File: config.mk
export PLATFORM = sky130hd
export DESIGN_NAME = dfsdt_adj
export DESIGN_NICKNAME = d
export VERILOG_FILES = /design/src/sv/dfsdt_pkg.sv /design/src/sv/dfsdt_adj.sv
export SDC_FILE = /design/constraint.sdc
export NUM_CORES = 2
export LEC_CHECK = 0
export BUFFER_PORTS_ARGS = -buffer_cell sky130_fd_sc_hd__buf_4
export CAP_MARGIN = 20
export CORE_ASPECT_RATIO = 0.75
export CORE_UTILIZATION = 64
export CTS_CLUSTER_DIAMETER = 150
export DETAILED_ROUTE_END_ITERATION = 10
export GPL_ROUTABILITY_DRIVEN = 0
export PLACE_DENSITY_LB_ADDON = 0.12
export SLEW_MARGIN = 40
export SYNTH_ARGS = -nofsm -noshare
export SYNTH_HDL_FRONTEND = slang
export SYNTH_SLANG_ARGS = --single-unit
File: constraint.sdc
create_clock -name clk -period 11.3 [get_ports clk]
set_input_delay 1.13 -clock clk [delete_from_list [all_inputs] [get_ports clk]]
set_output_delay 1.13 -clock clk [all_outputs]
set_load 0.02 [all_outputs]
File: src/sv/dfsdt_pkg.sv
// dfsdt_pkg: shared types for the depth-first search timestamp block
// used by dfsdt_adj and dfs_discovery_finish_times; no dependencies
package dfsdt_pkg;

  // request codes on the input channel (code 3 is unused and does nothing)
  typedef enum logic [1:0] {
    CMD_ADD_EDGE = 2'd0,
    CMD_RUN      = 2'd1,
    CMD_CLEAR    = 2'd2
  } dfsdt_cmd_t;

  // sequencer states
  typedef enum logic [2:0] {
    ST_IDLE,
    ST_EDGE_WR,
    ST_ROOT,
    ST_SCAN,
    ST_POP,
    ST_EMIT_RD,
    ST_EMIT_LD
  } dfsdt_state_t;

  // strobes from the sequencer to the adjacency memory
  typedef struct packed {
    logic clr;
    logic rd;
    logic wr;
  } dfsdt_adj_ctl_t;

endpackage

File: src/sv/dfsdt_adj.sv
// dfsdt_adj: adjacency matrix memory, one row per source vertex
// row valid bits give an instant clear; depends on dfsdt_pkg
module dfsdt_adj #(
  parameter int MAX_VERTICES = 64
) (
  input  logic                                         clk,
  input  logic                                         rst_n,
  input  dfsdt_pkg::dfsdt_adj_ctl_t                    ctl,
  input  logic [((MAX_VERTICES > 1) ? $clog2(MAX_VERTICES) : 1)-1:0] rd_addr,
  input  logic [((MAX_VERTICES > 1) ? $clog2(MAX_VERTICES) : 1)-1:0] wr_addr,
  input  logic [MAX_VERTICES-1:0]                      wr_data,
  output logic [MAX_VERTICES-1:0]                      rd_row
);
  import dfsdt_pkg::*;

  logic [MAX_VERTICES-1:0] mem [MAX_VERTICES];
  logic [MAX_VERTICES-1:0] row_vld_r;
  logic [MAX_VERTICES-1:0] rd_data_r;
  logic                    rd_ok_r;

  // row valid bits: cleared by reset and by a clear request
  always_ff @(posedge clk) begin
    if (!rst_n) begin
      row_vld_r <= '0;
    end else if (ctl.clr) begin
      row_vld_r <= '0;
    end else if (ctl.wr) begin
      row_vld_r[wr_addr] <= 1'b1;
    end
  end

  // row write
  always_ff @(posedge clk) begin
    if (ctl.wr) begin
      mem[wr_addr] <= wr_data;
    end
  end

  // registered row read
  always_ff @(posedge clk) begin
    if (ctl.rd) begin
      rd_data_r <= mem[rd_addr];
      rd_ok_r   <= row_vld_r[rd_addr];
    end
  end

  // a row never written since the last clear reads as empty
  assign rd_row = rd_ok_r ? rd_data_r : '0;

endmodule

==> metrics.yaml <==
worst_setup_path:
  start_kind: "primary input"
  setup.worst_path.start: "rd_addr[2]"
  cp_max_fo: 74
  endpoint_kind: "register"
  cp.required_ns: 12.07
  worstPathArrival_ns: 5.31
  worstSetupPathType: "in -> reg"
  crit-reg2reg-launch: "mem[59][46]$_DFFE_PP_"
global_routing:
  grt-ovfl-total: 0
  grt_pass1_vias: 77700
  grt_max_degree: 108
  grt_usage: 0.361
  grt_antenna_before_repair: 41
  grt_pass1_wl_um: 613000
clock_tree:
  htree_levels: 5
  clock_path_buffers: 4
  clk_pin_slew_ns: 0.07
  postCtsResizedCells: 0
  cts-root-buf: "clkbuf_16"
  cts_made_buffers: 382
  insertion_delay_ns: 0.92
  cts_setup_buffers: 0
  postCtsHoldBufs: 0
  cts_tree: "done"
  cts.sinks: 4225
power_and_ir_drop:
  p_leak_nw: 55.0
  peakVddDrop_mv: 0.151
  design_power_total_w: 0.0316
  p_per_area_nw_per_um2: 178
drt:
  ant_nets: 0
  wirelength_um: 446000
  num_vias: 80700
  drt_iter0_drc: 14000
  wl_per_cell_um: 41.3
  vias_per_cell: 7.47
  drc: 0
  drt-pass1-iter-count: 5
synthesis:
  syn_nets: 6913
  synth_seq_cells: 4225
  synth_cells: 6832
  synth_area_sq_um: 159000
  yosys_warnings: 0
  ys_types: 37
  avgSynthCellArea_sq_um: 23.3
  ys_seq_area_frac: 0.794
worst_hold_path:
  worstHoldPathType: "reg -> reg"
  min_from: "row_vld_r[39]$_SDFFE_PP0P_"
final_layout:
  fillers: 13900
  finalNetCount: 7281
  fin_util: 0.719
  final_cell_mix: "edfxtp_1, mux4_2, clkbuf_16"
  area_growth_pct: 11.7
  drive_gt1_frac: 0.274
  final_common_cell: "edfxtp_1"
sta:
  fin_tns_setup_ns: 0
  layout_min_cycle_time_ns: 4.55
  fmax_mhz: 220
  finalHoldViolCount: 0
  slew_headroom: 0.356
  finalSetupViolations: 0
  worst_slew_pin_slew_ns: 0.966
  final_max_slew_viol_count: 0
  fin_crit_sh: 0.402
  rsz0062_at_grt: "false"
  fin_skew_ns: 0.0413
  fin_hold_ws_ns: 0.463
floorplan:
  initial_utilization: 0.643
  rows: 158
  dieHeight_um: 434
  core_area_sq_um: 247000
  io_pins: 145
  die_w_um: 578
  dieArea_sq_um: 250000
placement:
  io_buffers: 144
  detailed_place_hpwl_um: 232000
job:
  drv_cap: 0
outcome:
  status: "complete, no violations"
## layer usage
metal,track usage,part of all wire
met5,0,0.00031
met4,0.135,0.042
met2,0.531,0.45
met1,0.533,0.36
met3,0.0933,0.15
## cell usage after synthesis
library cell	n	area, sq um
buf_1	43	161
nand2_1	23	86.3
nor3_1	8	40.0
o21a_1	117	878
buf_2	123	616
a21oi_1	16	80.1
nand2b_1	14	87.6
a22oi_1	40	300
edfxtp_1	4161	125000
nor2b_2	1	8.76
o21ai_1	29	145
buf_4	53	398
mux2i_1	92	921
nor2b_1	41	257
clkbuf_1	157	589
o21ai_0	29	145
or3_1	2	12.5
dfxtp_1	64	1280
nor2_2	1	6.26
o211a_1	6	60.1
clkbuf_2	1	5.00
nor2_1	72	270
o22a_1	4	35.0
or2_2	5	31.3
and2_1	66	413
nand3b_1	1	7.51
o221ai_1	64	561
nand3_1	22	110
buf_6	21	236
mux4_2	999	22500
nand4_1	3	18.8
a31oi_1	8	50.1
mux2_2	52	586
o22ai_1	376	2350
nor4_1	57	357
a211oi_1	60	450
and2_0	1	6.26
## worst paths after layout
| kind | endpoint | slack [ns] | cells after the start |
|---|---|---|---|
| worst max-delay path | rd_data_r[24]$_DFFE_PP_ | 6.75 | 9 |
| worst min-delay path | row_vld_r[39]$_SDFFE_PP0P_ | 0.46 | 1 |
| worst max register to register | rd_data_r[46]$_DFFE_PP_ | 9.23 | 5 |
| worst min register to register | row_vld_r[39]$_SDFFE_PP0P_ | 0.46 | 1 |
## logic make-up (layout without fill, tap and decap cells)
logic type,Yosys count,count (layout),share of synthesized area
AOI/OAI and AO/OA,749,749,0.0318
DFF,4225,4225,0.794
and+or+nand+nor,317,317,0.0108
other,0,26,0
buffers and inverters,398,1061,0.0126
muxes,1143,1143,0.151
## state kept, by name, summed over array words and instances (netlist names)
name,cells
mem,4096
row_vld_r,64
rd_data_r,64
rd_ok_r,1
## worst max-delay path, stage by stage
cell	delay, ns
buf_8	0.43
buf_4	0.67
nor2b_2	0.19
nand2_4	0.44
buf_4	0.60
buf_4	0.57
o22ai_1	0.21
nor4_1	0.79
o21a_1	0.18
## metrics by stage
stage / std cells / instance area (sq um) / worst slack (ns)
6_report: 10800 / 178000 / 6.75
5_1_grt: 10800 / 178000 / 6.81
4_1_cts: 10800 / 177000 / 6.92
3_5_place_dp: 10100 / 165000 / 5.97
3_3_place_gp: 10100 / 165000 / 5.60
2_1_floorplan: 6832 / 159000 / 4.72
## where the power goes
| part | leakage (nW) | switching (W) | total [W] | internal (W) |
|---|---|---|---|---|
| logic | 11.2 | 0.000969 | 0.00152 | 0.000552 |
| registers | 38.0 | 0.0000703 | 0.0174 | 0.0173 |
| clock network | 5.88 | 0.00558 | 0.0127 | 0.00710 |
## layout make-up
cell class	count	area, sq um	area share
clock inverters	192	1650	0.00929
multi-input cells	2209	31400	0.177
diodes	26	65.1	0.000366
well taps	3280	4100	0.0231
flip-flops and latches	4225	126000	0.711
repair buffers	382	3760	0.0212
clock buffers	487	10400	0.0583
No activity file was read; power rests on OpenSTA's default activity.
