==> src/sv/dfsdt_pick.sv <==
// dfsdt_pick: lowest-index search over the candidate neighbor vector
// used by every neighbor scan step of the walk; no dependencies
module dfsdt_pick #(
  parameter int MAX_VERTICES = 64
) (
  input  logic [MAX_VERTICES-1:0]                                    cand,
  output logic                                                       any,
  output logic [((MAX_VERTICES > 1) ? $clog2(MAX_VERTICES) : 1)-1:0] idx
);

  localparam int VW = (MAX_VERTICES > 1) ? $clog2(MAX_VERTICES) : 1;

  // priority encoder, lowest set bit wins
  always_comb begin
    idx = '0;
    for (int i = MAX_VERTICES - 1; i >= 0; i--) begin
      if (cand[i]) begin
        idx = VW'(i);
      end
    end
  end

  assign any = |cand;

endmodule
==> config.mk <==
export PLATFORM = sky130hd
export DESIGN_NAME = dfsdt_pick
export DESIGN_NICKNAME = d
export VERILOG_FILES = /design/src/sv/dfsdt_pick.sv
export SDC_FILE = /design/constraint.sdc
export NUM_CORES = 1
export LEC_CHECK = 0
export ABC_CLOCK_PERIOD_IN_PS = 2100
export BUFFER_PORTS_ARGS = -buffer_cell sky130_fd_sc_hd__buf_2
export CAP_MARGIN = 20
export CELL_PAD_IN_SITES_DETAIL_PLACEMENT = 1
export CELL_PAD_IN_SITES_GLOBAL_PLACEMENT = 1
export CORE_ASPECT_RATIO = 0.7
export CORE_MARGIN = 4
export CORE_UTILIZATION = 26
export DETAILED_ROUTE_END_ITERATION = 10
export GPL_ROUTABILITY_DRIVEN = 0
export PLACE_DENSITY = 0.89
export SETUP_SLACK_MARGIN = 0.02
export SLEW_MARGIN = 15
export SYNTH_ARGS = -nofsm -noshare
export SYNTH_HDL_FRONTEND = slang
export SYNTH_SLANG_ARGS = --single-unit
==> constraint.sdc <==
create_clock -name vclk -period 2.1
set_clock_uncertainty 0.05 [all_clocks]
set_input_delay 0.42 -clock vclk [all_inputs]
set_output_delay 0.42 -clock vclk [all_outputs]
set_load 0.1 [all_outputs]
==> metrics.cfg, run 1 <==
[floorplanning]
die_h_um=56.9
ios=71
effective_utilization_at_floorplan=0.276
dieWidth_um=77.8
placement_rows=17

[sta]
worstEndpointGrtRepair=idx[2]
timing.repair.worst_endpoint_type=output port

[placement]
io_buffers=71
detailed_place_hpwl_um=5040
pre_cts_slack_ps=-519

[global_routing]
grt_start_max_net_pins=6
antenna_found_initial=1

[outcome]
run_status=aborted with a tool error
error=[ERROR DPL-0033] detailed placement checks failed during check placement.
stop_stage=global routing (5_1_grt)

[cts]
hold_buffers=0

[yosys]
yosysUniqueCellTypes=40
ys.warnings.count=0
syn_area_um2=887
syn_avg_cell_area_um2=6.12
synth_sequential_area_ratio=0
syn-instance-count=145
synth.net_count=209

## cells in the mapped netlist, drive strengths merged
cell type / n / area share
a2111oi: 1 / 0.0099
a211oi: 2 / 0.017
a21boi: 3 / 0.025
a21oi: 10 / 0.056
a221oi: 1 / 0.0099
a31oi: 2 / 0.014
and2: 1 / 0.0071
and3: 1 / 0.0071
inv: 10 / 0.042
nand2: 9 / 0.038
nand2b: 4 / 0.028
nand3: 7 / 0.045
nand3b: 1 / 0.0085
nor2: 20 / 0.087
nor2b: 5 / 0.038
nor3: 12 / 0.068
nor4: 18 / 0.16
nor4b: 1 / 0.027
o2111ai: 1 / 0.0099
o211a: 1 / 0.011
o211ai: 4 / 0.034
o21a: 3 / 0.025
o21ai: 7 / 0.039
o21bai: 3 / 0.025
o311a: 1 / 0.011
o311ai: 3 / 0.030
o31a: 1 / 0.0099
o31ai: 3 / 0.025
o41ai: 1 / 0.0099
or2: 1 / 0.0071
or3: 3 / 0.021
or4: 5 / 0.051
## what timing repair did
item | CTS
pin swaps | 10
buffers inserted | 4
setup endpoints to repair | 7
gates resized for setup | 39
## through the flow
stage          hold WS (ps)  cell area (µm²)  setup TNS (ps)  utilization  instances
2_1_floorplan          1050              986           -2730            -        145
3_3_place_gp           1340             1960           -2290        0.609        327
3_5_place_dp           1360             1960           -2640        0.609        327
4_1_cts                1360             2170           -2130        0.674        331
## cells by family after synthesis
kind of cell / after synthesis / synth area share
simple gates: 88 / 0.594
compound gates: 47 / 0.364
buf+inv: 10 / 0.0423
==> run 2, diff against run 1 <==
- CELL_PAD_IN_SITES_DETAIL_PLACEMENT: 1 -> default
- CELL_PAD_IN_SITES_GLOBAL_PLACEMENT: 1 -> default
- CORE_AREA: default -> 4 4 65 67
- CORE_ASPECT_RATIO: 0.7 -> default
- CORE_MARGIN: 4 -> default
- CORE_UTILIZATION: 26 -> default
- DIE_AREA: default -> 0 0 69 71
- PLACE_DENSITY: 0.89 -> default
- PLACE_DENSITY_LB_ADDON: default -> 0.15
- SETUP_SLACK_MARGIN: 0.02 -> default
==> metrics.cfg, run 2 <==
[sta]
grt_setup_unrepaired=true
finalSetupViolCount=7
total_negative_slack_for_setup_checks_ps=-1650
achievable-frequency_mhz=419
timing.final.crit_period_ps=2380
worst-slew-pin-transition_ps=389
smallest_setup_slack_after_layout_ps=-284
timing.final.max_slew_violations=0
hold_violation_total_from_the_final_report=0
timing.final.crit_share=1.14
slew_headroom=0.738

[global_routing]
grt_pass1_wl_um=6310
grt_total_ovfl=0
groute.usage.overall=0.145
grt_start_max_net_pins=6
antenna_found_initial=0
grt_pass1_vias=1539

[worst_setup_path]
timing.critical_path.arrival_ps=1910
end_kind=primary output
critical_path_required_ps=1630
timing.critical_path.cells=buf_6 > or4_4 > nor4b_4 > nand3_2 > nor2_4 > nand3b_1 > buf_12
slowest_stage=sky130_fd_sc_hd__or4_4
worst_stage_delay_on_the_critical_path_ps=550
crit_type=in -> out
crit_path_start_kind=primary input
critical_path.max_fanout=3

[yosys]
yosysUniqueCellTypes=40  ; unchanged
synth.net_count=209  ; unchanged
syn_avg_cell_area_um2=6.12  ; unchanged
yosysMostFrequentCell=sky130_fd_sc_hd__nor2_1
largest_cells_by_area_after_synthesis=sky130_fd_sc_hd__nor4_1, sky130_fd_sc_hd__nor2_1, sky130_fd_sc_hd__nor3_1, sky130_fd_sc_hd__a21oi_1, sky130_fd_sc_hd__nor4_4
ys.warnings.count=0  ; unchanged
syn-instance-count=145  ; unchanged
syn_area_um2=887  ; unchanged
ys_top_cells_by_count=sky130_fd_sc_hd__nor2_1, sky130_fd_sc_hd__nor4_1, sky130_fd_sc_hd__nor3_1
synth_top_cell_by_area=sky130_fd_sc_hd__nor4_1
synth_sequential_area_ratio=0  ; unchanged
post-synth-top-area-fraction=0.113  ; unchanged

[hold_path]
holdPathStages=5
hold_path.class=in -> out
worst_hold_startpoint=cand[1]
worst_min_delay_path_endpoint=idx[1]

[power_and_ir_drop]
ir_worst_vdd_mv=0.0738
p_leak_uw=0.000927
pwr_density_cell_mw_per_mm2=153

[placement]
detailed_place_hpwl_um=3370  ; -33%
io_buffers=71  ; unchanged
pre_cts_slack_ps=-437  ; +81.7 ps
placed_cells_incl_taps=324  ; -0.92%

[outcome]
run_status=finished with violations
violations=setup timing

[floorplanning]
dieWidth_um=69  ; -11%
design.die.area_mm2=0.00490
effective_utilization_at_floorplan=0.244  ; -0.0321
die_h_um=71  ; +25%
core_region_area_mm2=0.00363
ios=71  ; unchanged
placement_rows=22  ; +5

[routing]
detail_route.first_pass.iterations=4
postRouteWirelength_um=4010
wire_per_inst_um=12.3
routed-via-count=1643
viasPerCell=5.04
drc=0
ant_nets=0
drt-initial-drc-count=78

[finish]
final-instance-count-excl-fill=326
numSequentialCells=0
syn_to_final_growth_pct=143
final_nets=344
fillCellCount=345
diodes=0
layout_common_cells=sky130_fd_sc_hd__buf_2, sky130_fd_sc_hd__buf_4, sky130_fd_sc_hd__nor2_1, sky130_fd_sc_hd__buf_6, sky130_fd_sc_hd__nor3_1
multiInputGateArea_mm2=0.00108
layout-drive-gt1-share=0.604
seqCellArea_um2=0
clock_buffer_count=0

[job]
max_cap_viol_count=0

## run 2: cell counts after synthesis
Identical to the previous run, type by type.
## run 2: metrics by stage
stage / utilization / hold slack (ps) / total power [µW] / instance area [µm²]
after floorplan: - / 1050 / 92.9 / 978
after global placement: 0.528 / 1340 / 293 / 1920
after detailed placement: 0.528 / 1340 / 293 / 1920
after CTS: 0.566 / 1340 / 313 / 2060
after global routing: 0.594 / 1340 / 356 / 2160
final: 0.594 / 1330 / 329 / 2160
## run 2: layout make-up
cell class | count | area share
Timing Repair Buffer | 133 | 0.456
Inverter | 10 | 0.0174
Tap cell | 48 | 0.0278
Multi-Input combinational cell | 135 | 0.499
## run 2: metal layers
| metal | track usage | vias up | share of wire |
|---|---|---|---|
| met5 | 0 | - | 0 |
| met3 | 0.0227 | 2 | 0.065 |
| met2 | 0.274 | 53 | 0.50 |
| met1 | 0.180 | 738 | 0.43 |
| met4 | 0.00868 | 0 | 0.0025 |
| li1 | - | 850 | - |
## run 2: cell families (layout without fill, tap and decap cells)
logic type             after synthesis  count (layout)  synth area share
AOI/OAI and AO/OA                   47              47             0.364
buffers and inverters               10             143            0.0423
and+or+nand+nor                     88              88             0.594
## run 2: how the worst max path moves through the flow
stage,cells past startpoint,end,from
3_5_place_dp,7,idx[2],cand[31]
4_1_cts,7,idx[2],cand[12]
6_report,7,any,cand[62]
2_1_floorplan,4,idx[5],cand[15]
5_1_grt,7,any,cand[62]
3_3_place_gp,7,any,cand[62]
## run 2: where the power goes
part	leakage (µW)	switching [µW]	internal, µW
sequential	0	0	0
clock	0	0	0
combinational	0.000927	157	172
## run 2: what timing repair did
action | CTS | global route
setup buffers | 1 | 1
hold buffers | 0 | 0
pin swaps | 10 | 12
gates resized for setup | 27 | 19
setup endpoints to repair | 7 | 7
## run 2: worst max-delay path: cells and delay by family
family                 cells  cell delay, ps
AND/OR/NAND/NOR            5            1200
buffers and inverters      2             280
(Power assumes the default switching activity.)
==> run 3, diff against run 2 <==
- CORE_AREA: 4 4 65 67 -> 2 2 63 65
- DIE_AREA: 0 0 69 71 -> 0 0 65 67
==> metrics.cfg, run 3 (synthesized netlist as in run 2, its figures left out) <==
[hold_path]
holdPathStages=5  ; unchanged
worst_min_delay_path_endpoint=idx[1]
hold_path.class=in -> out
worst_hold_startpoint=cand[1]

[power_and_ir_drop]
pwr_density_cell_mw_per_mm2=155  ; +1.4%
p_leak_uw=0.000958  ; +3.3%
ir_worst_vdd_mv=0.0679  ; -8.1%

[worst_setup_path]
crit_type=in -> out
critical_path_required_ps=1630  ; about the same
timing.critical_path.arrival_ps=1940  ; +30 ps
crit_path_start_kind=primary input
end_kind=primary output
critical_path.max_fanout=2  ; -1

[finish]
layout_common_cells=sky130_fd_sc_hd__buf_4, sky130_fd_sc_hd__buf_2, sky130_fd_sc_hd__nor2_1, sky130_fd_sc_hd__buf_6
mostFrequentLayoutCell=sky130_fd_sc_hd__buf_4
syn_to_final_growth_pct=147
fillCellCount=347  ; +0.58%
multiInputGateArea_mm2=0.00108  ; +0.12%
final-instance-count-excl-fill=333  ; +2.1%
clock_buffer_count=0  ; unchanged
diodes=0  ; unchanged
seqCellArea_um2=0  ; unchanged
postLayoutCellArea_mm2=0.00219  ; +1.4%
numSequentialCells=0  ; unchanged
final_nets=351  ; +2.0%
layout-drive-gt1-share=0.621  ; +0.0167

[outcome]
violations=setup timing
run_status=finished with violations

[job]
max_cap_viol_count=0  ; unchanged

[sta]
hold_violation_total_from_the_final_report=0  ; unchanged
timing.final.max_slew_violations=0  ; unchanged
grt_setup_unrepaired=true
timing.final.crit_period_ps=2410  ; +25.5 ps
achievable-frequency_mhz=415  ; -1.1%
slew_headroom=0.683  ; -0.0550
timing.final.crit_share=1.15  ; +0.0121
smallest_setup_slack_after_layout_ps=-310  ; -25.5 ps
finalSetupViolCount=7  ; unchanged
worst-slew-pin-transition_ps=471  ; +81.8 ps

[global_routing]
groute.usage.overall=0.184  ; +0.0385
grt_pass1_vias=1633  ; +6.1%
grt_start_max_net_pins=6  ; unchanged
antenna_found_initial=0  ; unchanged
grt_pass1_wl_um=6620  ; +4.9%
grt_total_ovfl=0  ; unchanged

[placement]
io_buffers=71  ; unchanged
post_dp_cell_area_mm2=0.00197  ; +2.7%
detailed_place_hpwl_um=3300  ; -2.1%
placed_cells_incl_taps=331  ; +2.2%

[routing]
postRouteWirelength_um=3970  ; -1.1%
drt-initial-drc-count=64  ; -18%
ant_nets=0  ; unchanged
detail_route.first_pass.iterations=3  ; -1
viasPerCell=4.95  ; -1.7%
drc=0  ; unchanged
routed-via-count=1649  ; +0.37%
wire_per_inst_um=11.9  ; -3.2%

[floorplanning]
effective_utilization_at_floorplan=0.246  ; +0.00186
core_region_area_mm2=0.00361  ; -0.76%
dieWidth_um=65  ; -5.8%
die_h_um=67  ; -5.6%
placement_rows=22  ; unchanged
design.die.area_mm2=0.00436  ; -11%
ios=71  ; unchanged

## run 3: cell types whose count changed in the layout (fill, tap and decap cells not counted), moves of 2 or more
cell                     change
sky130_fd_sc_hd__nor2_4      +2
sky130_fd_sc_hd__buf_2       +3
sky130_fd_sc_hd__buf_4       +5
sky130_fd_sc_hd__nor2_1      -2
sky130_fd_sc_hd__nor4_2      -3
sky130_fd_sc_hd__nor4_1      +2
## run 3: per-layer routing
| metal | vias up | wire (µm) | track usage |
|---|---|---|---|
| li1 | 860 | - | - |
| met1 | 746 | 1780 | 0.228 |
| met2 | 43 | 2020 | 0.370 |
| met3 | 0 | 162 | 0.00338 |
| met4 | 0 | 0 | 0 |
| met5 | - | 0 | 0 |
## run 3: worst max path at each step
stage / startpoint / end / slack (ps) / cells after the start
CTS: cand[62] / any / -330 / 7
floorplan: cand[15] / idx[5] / -610 / 4
global placement: cand[23] / idx[2] / -460 / 7
finish: cand[62] / idx[5] / -310 / 8
global route: cand[62] / any / -360 / 7
detailed placement: cand[23] / idx[2] / -470 / 7
## run 3: power by group
group | internal (µW) | switching (µW) | leakage [µW]
logic | 176 | 162 | 0.000958
clock network | 0 | 0 | 0
registers | 0 | 0 | 0
## run 3: worst max-delay path: stages
cell                      delay, ps
sky130_fd_sc_hd__buf_6           90
sky130_fd_sc_hd__or4_4          540
sky130_fd_sc_hd__nor4b_4        320
sky130_fd_sc_hd__nand3_2        140
sky130_fd_sc_hd__nor2_4         110
sky130_fd_sc_hd__buf_6          100
sky130_fd_sc_hd__nor4_4          40
sky130_fd_sc_hd__buf_12         160
## run 3: final cells by class
| cell class | instances | share of cell area |
|---|---|---|
| Inverter | 10 | 0.0172 |
| Timing Repair Buffer | 140 | 0.463 |
| Multi-Input combinational cell | 135 | 0.493 |
| Tap cell | 48 | 0.0275 |
## run 3: through the flow
stage	TNS [ps]	setup slack (ps)	total power (µW)	hold slack, ps	util
floorplan	-2730	-614	92.9	1050	-
global route	-2210	-364	367	1360	0.607
global placement	-2350	-464	299	1320	0.547
finish	-1870	-310	338	1310	0.607
CTS	-2040	-329	332	1320	0.595
detailed placement	-2540	-467	300	1320	0.547
## run 3: what timing repair did
item / in CTS / in global routing
cloned: 0 / 0
setup buffers: 3 / 2
resized for setup: 34 / 12
hold buffers: 0 / 0
pin swaps: 17 / 10
endpoints found under the setup margin: 7 / 7
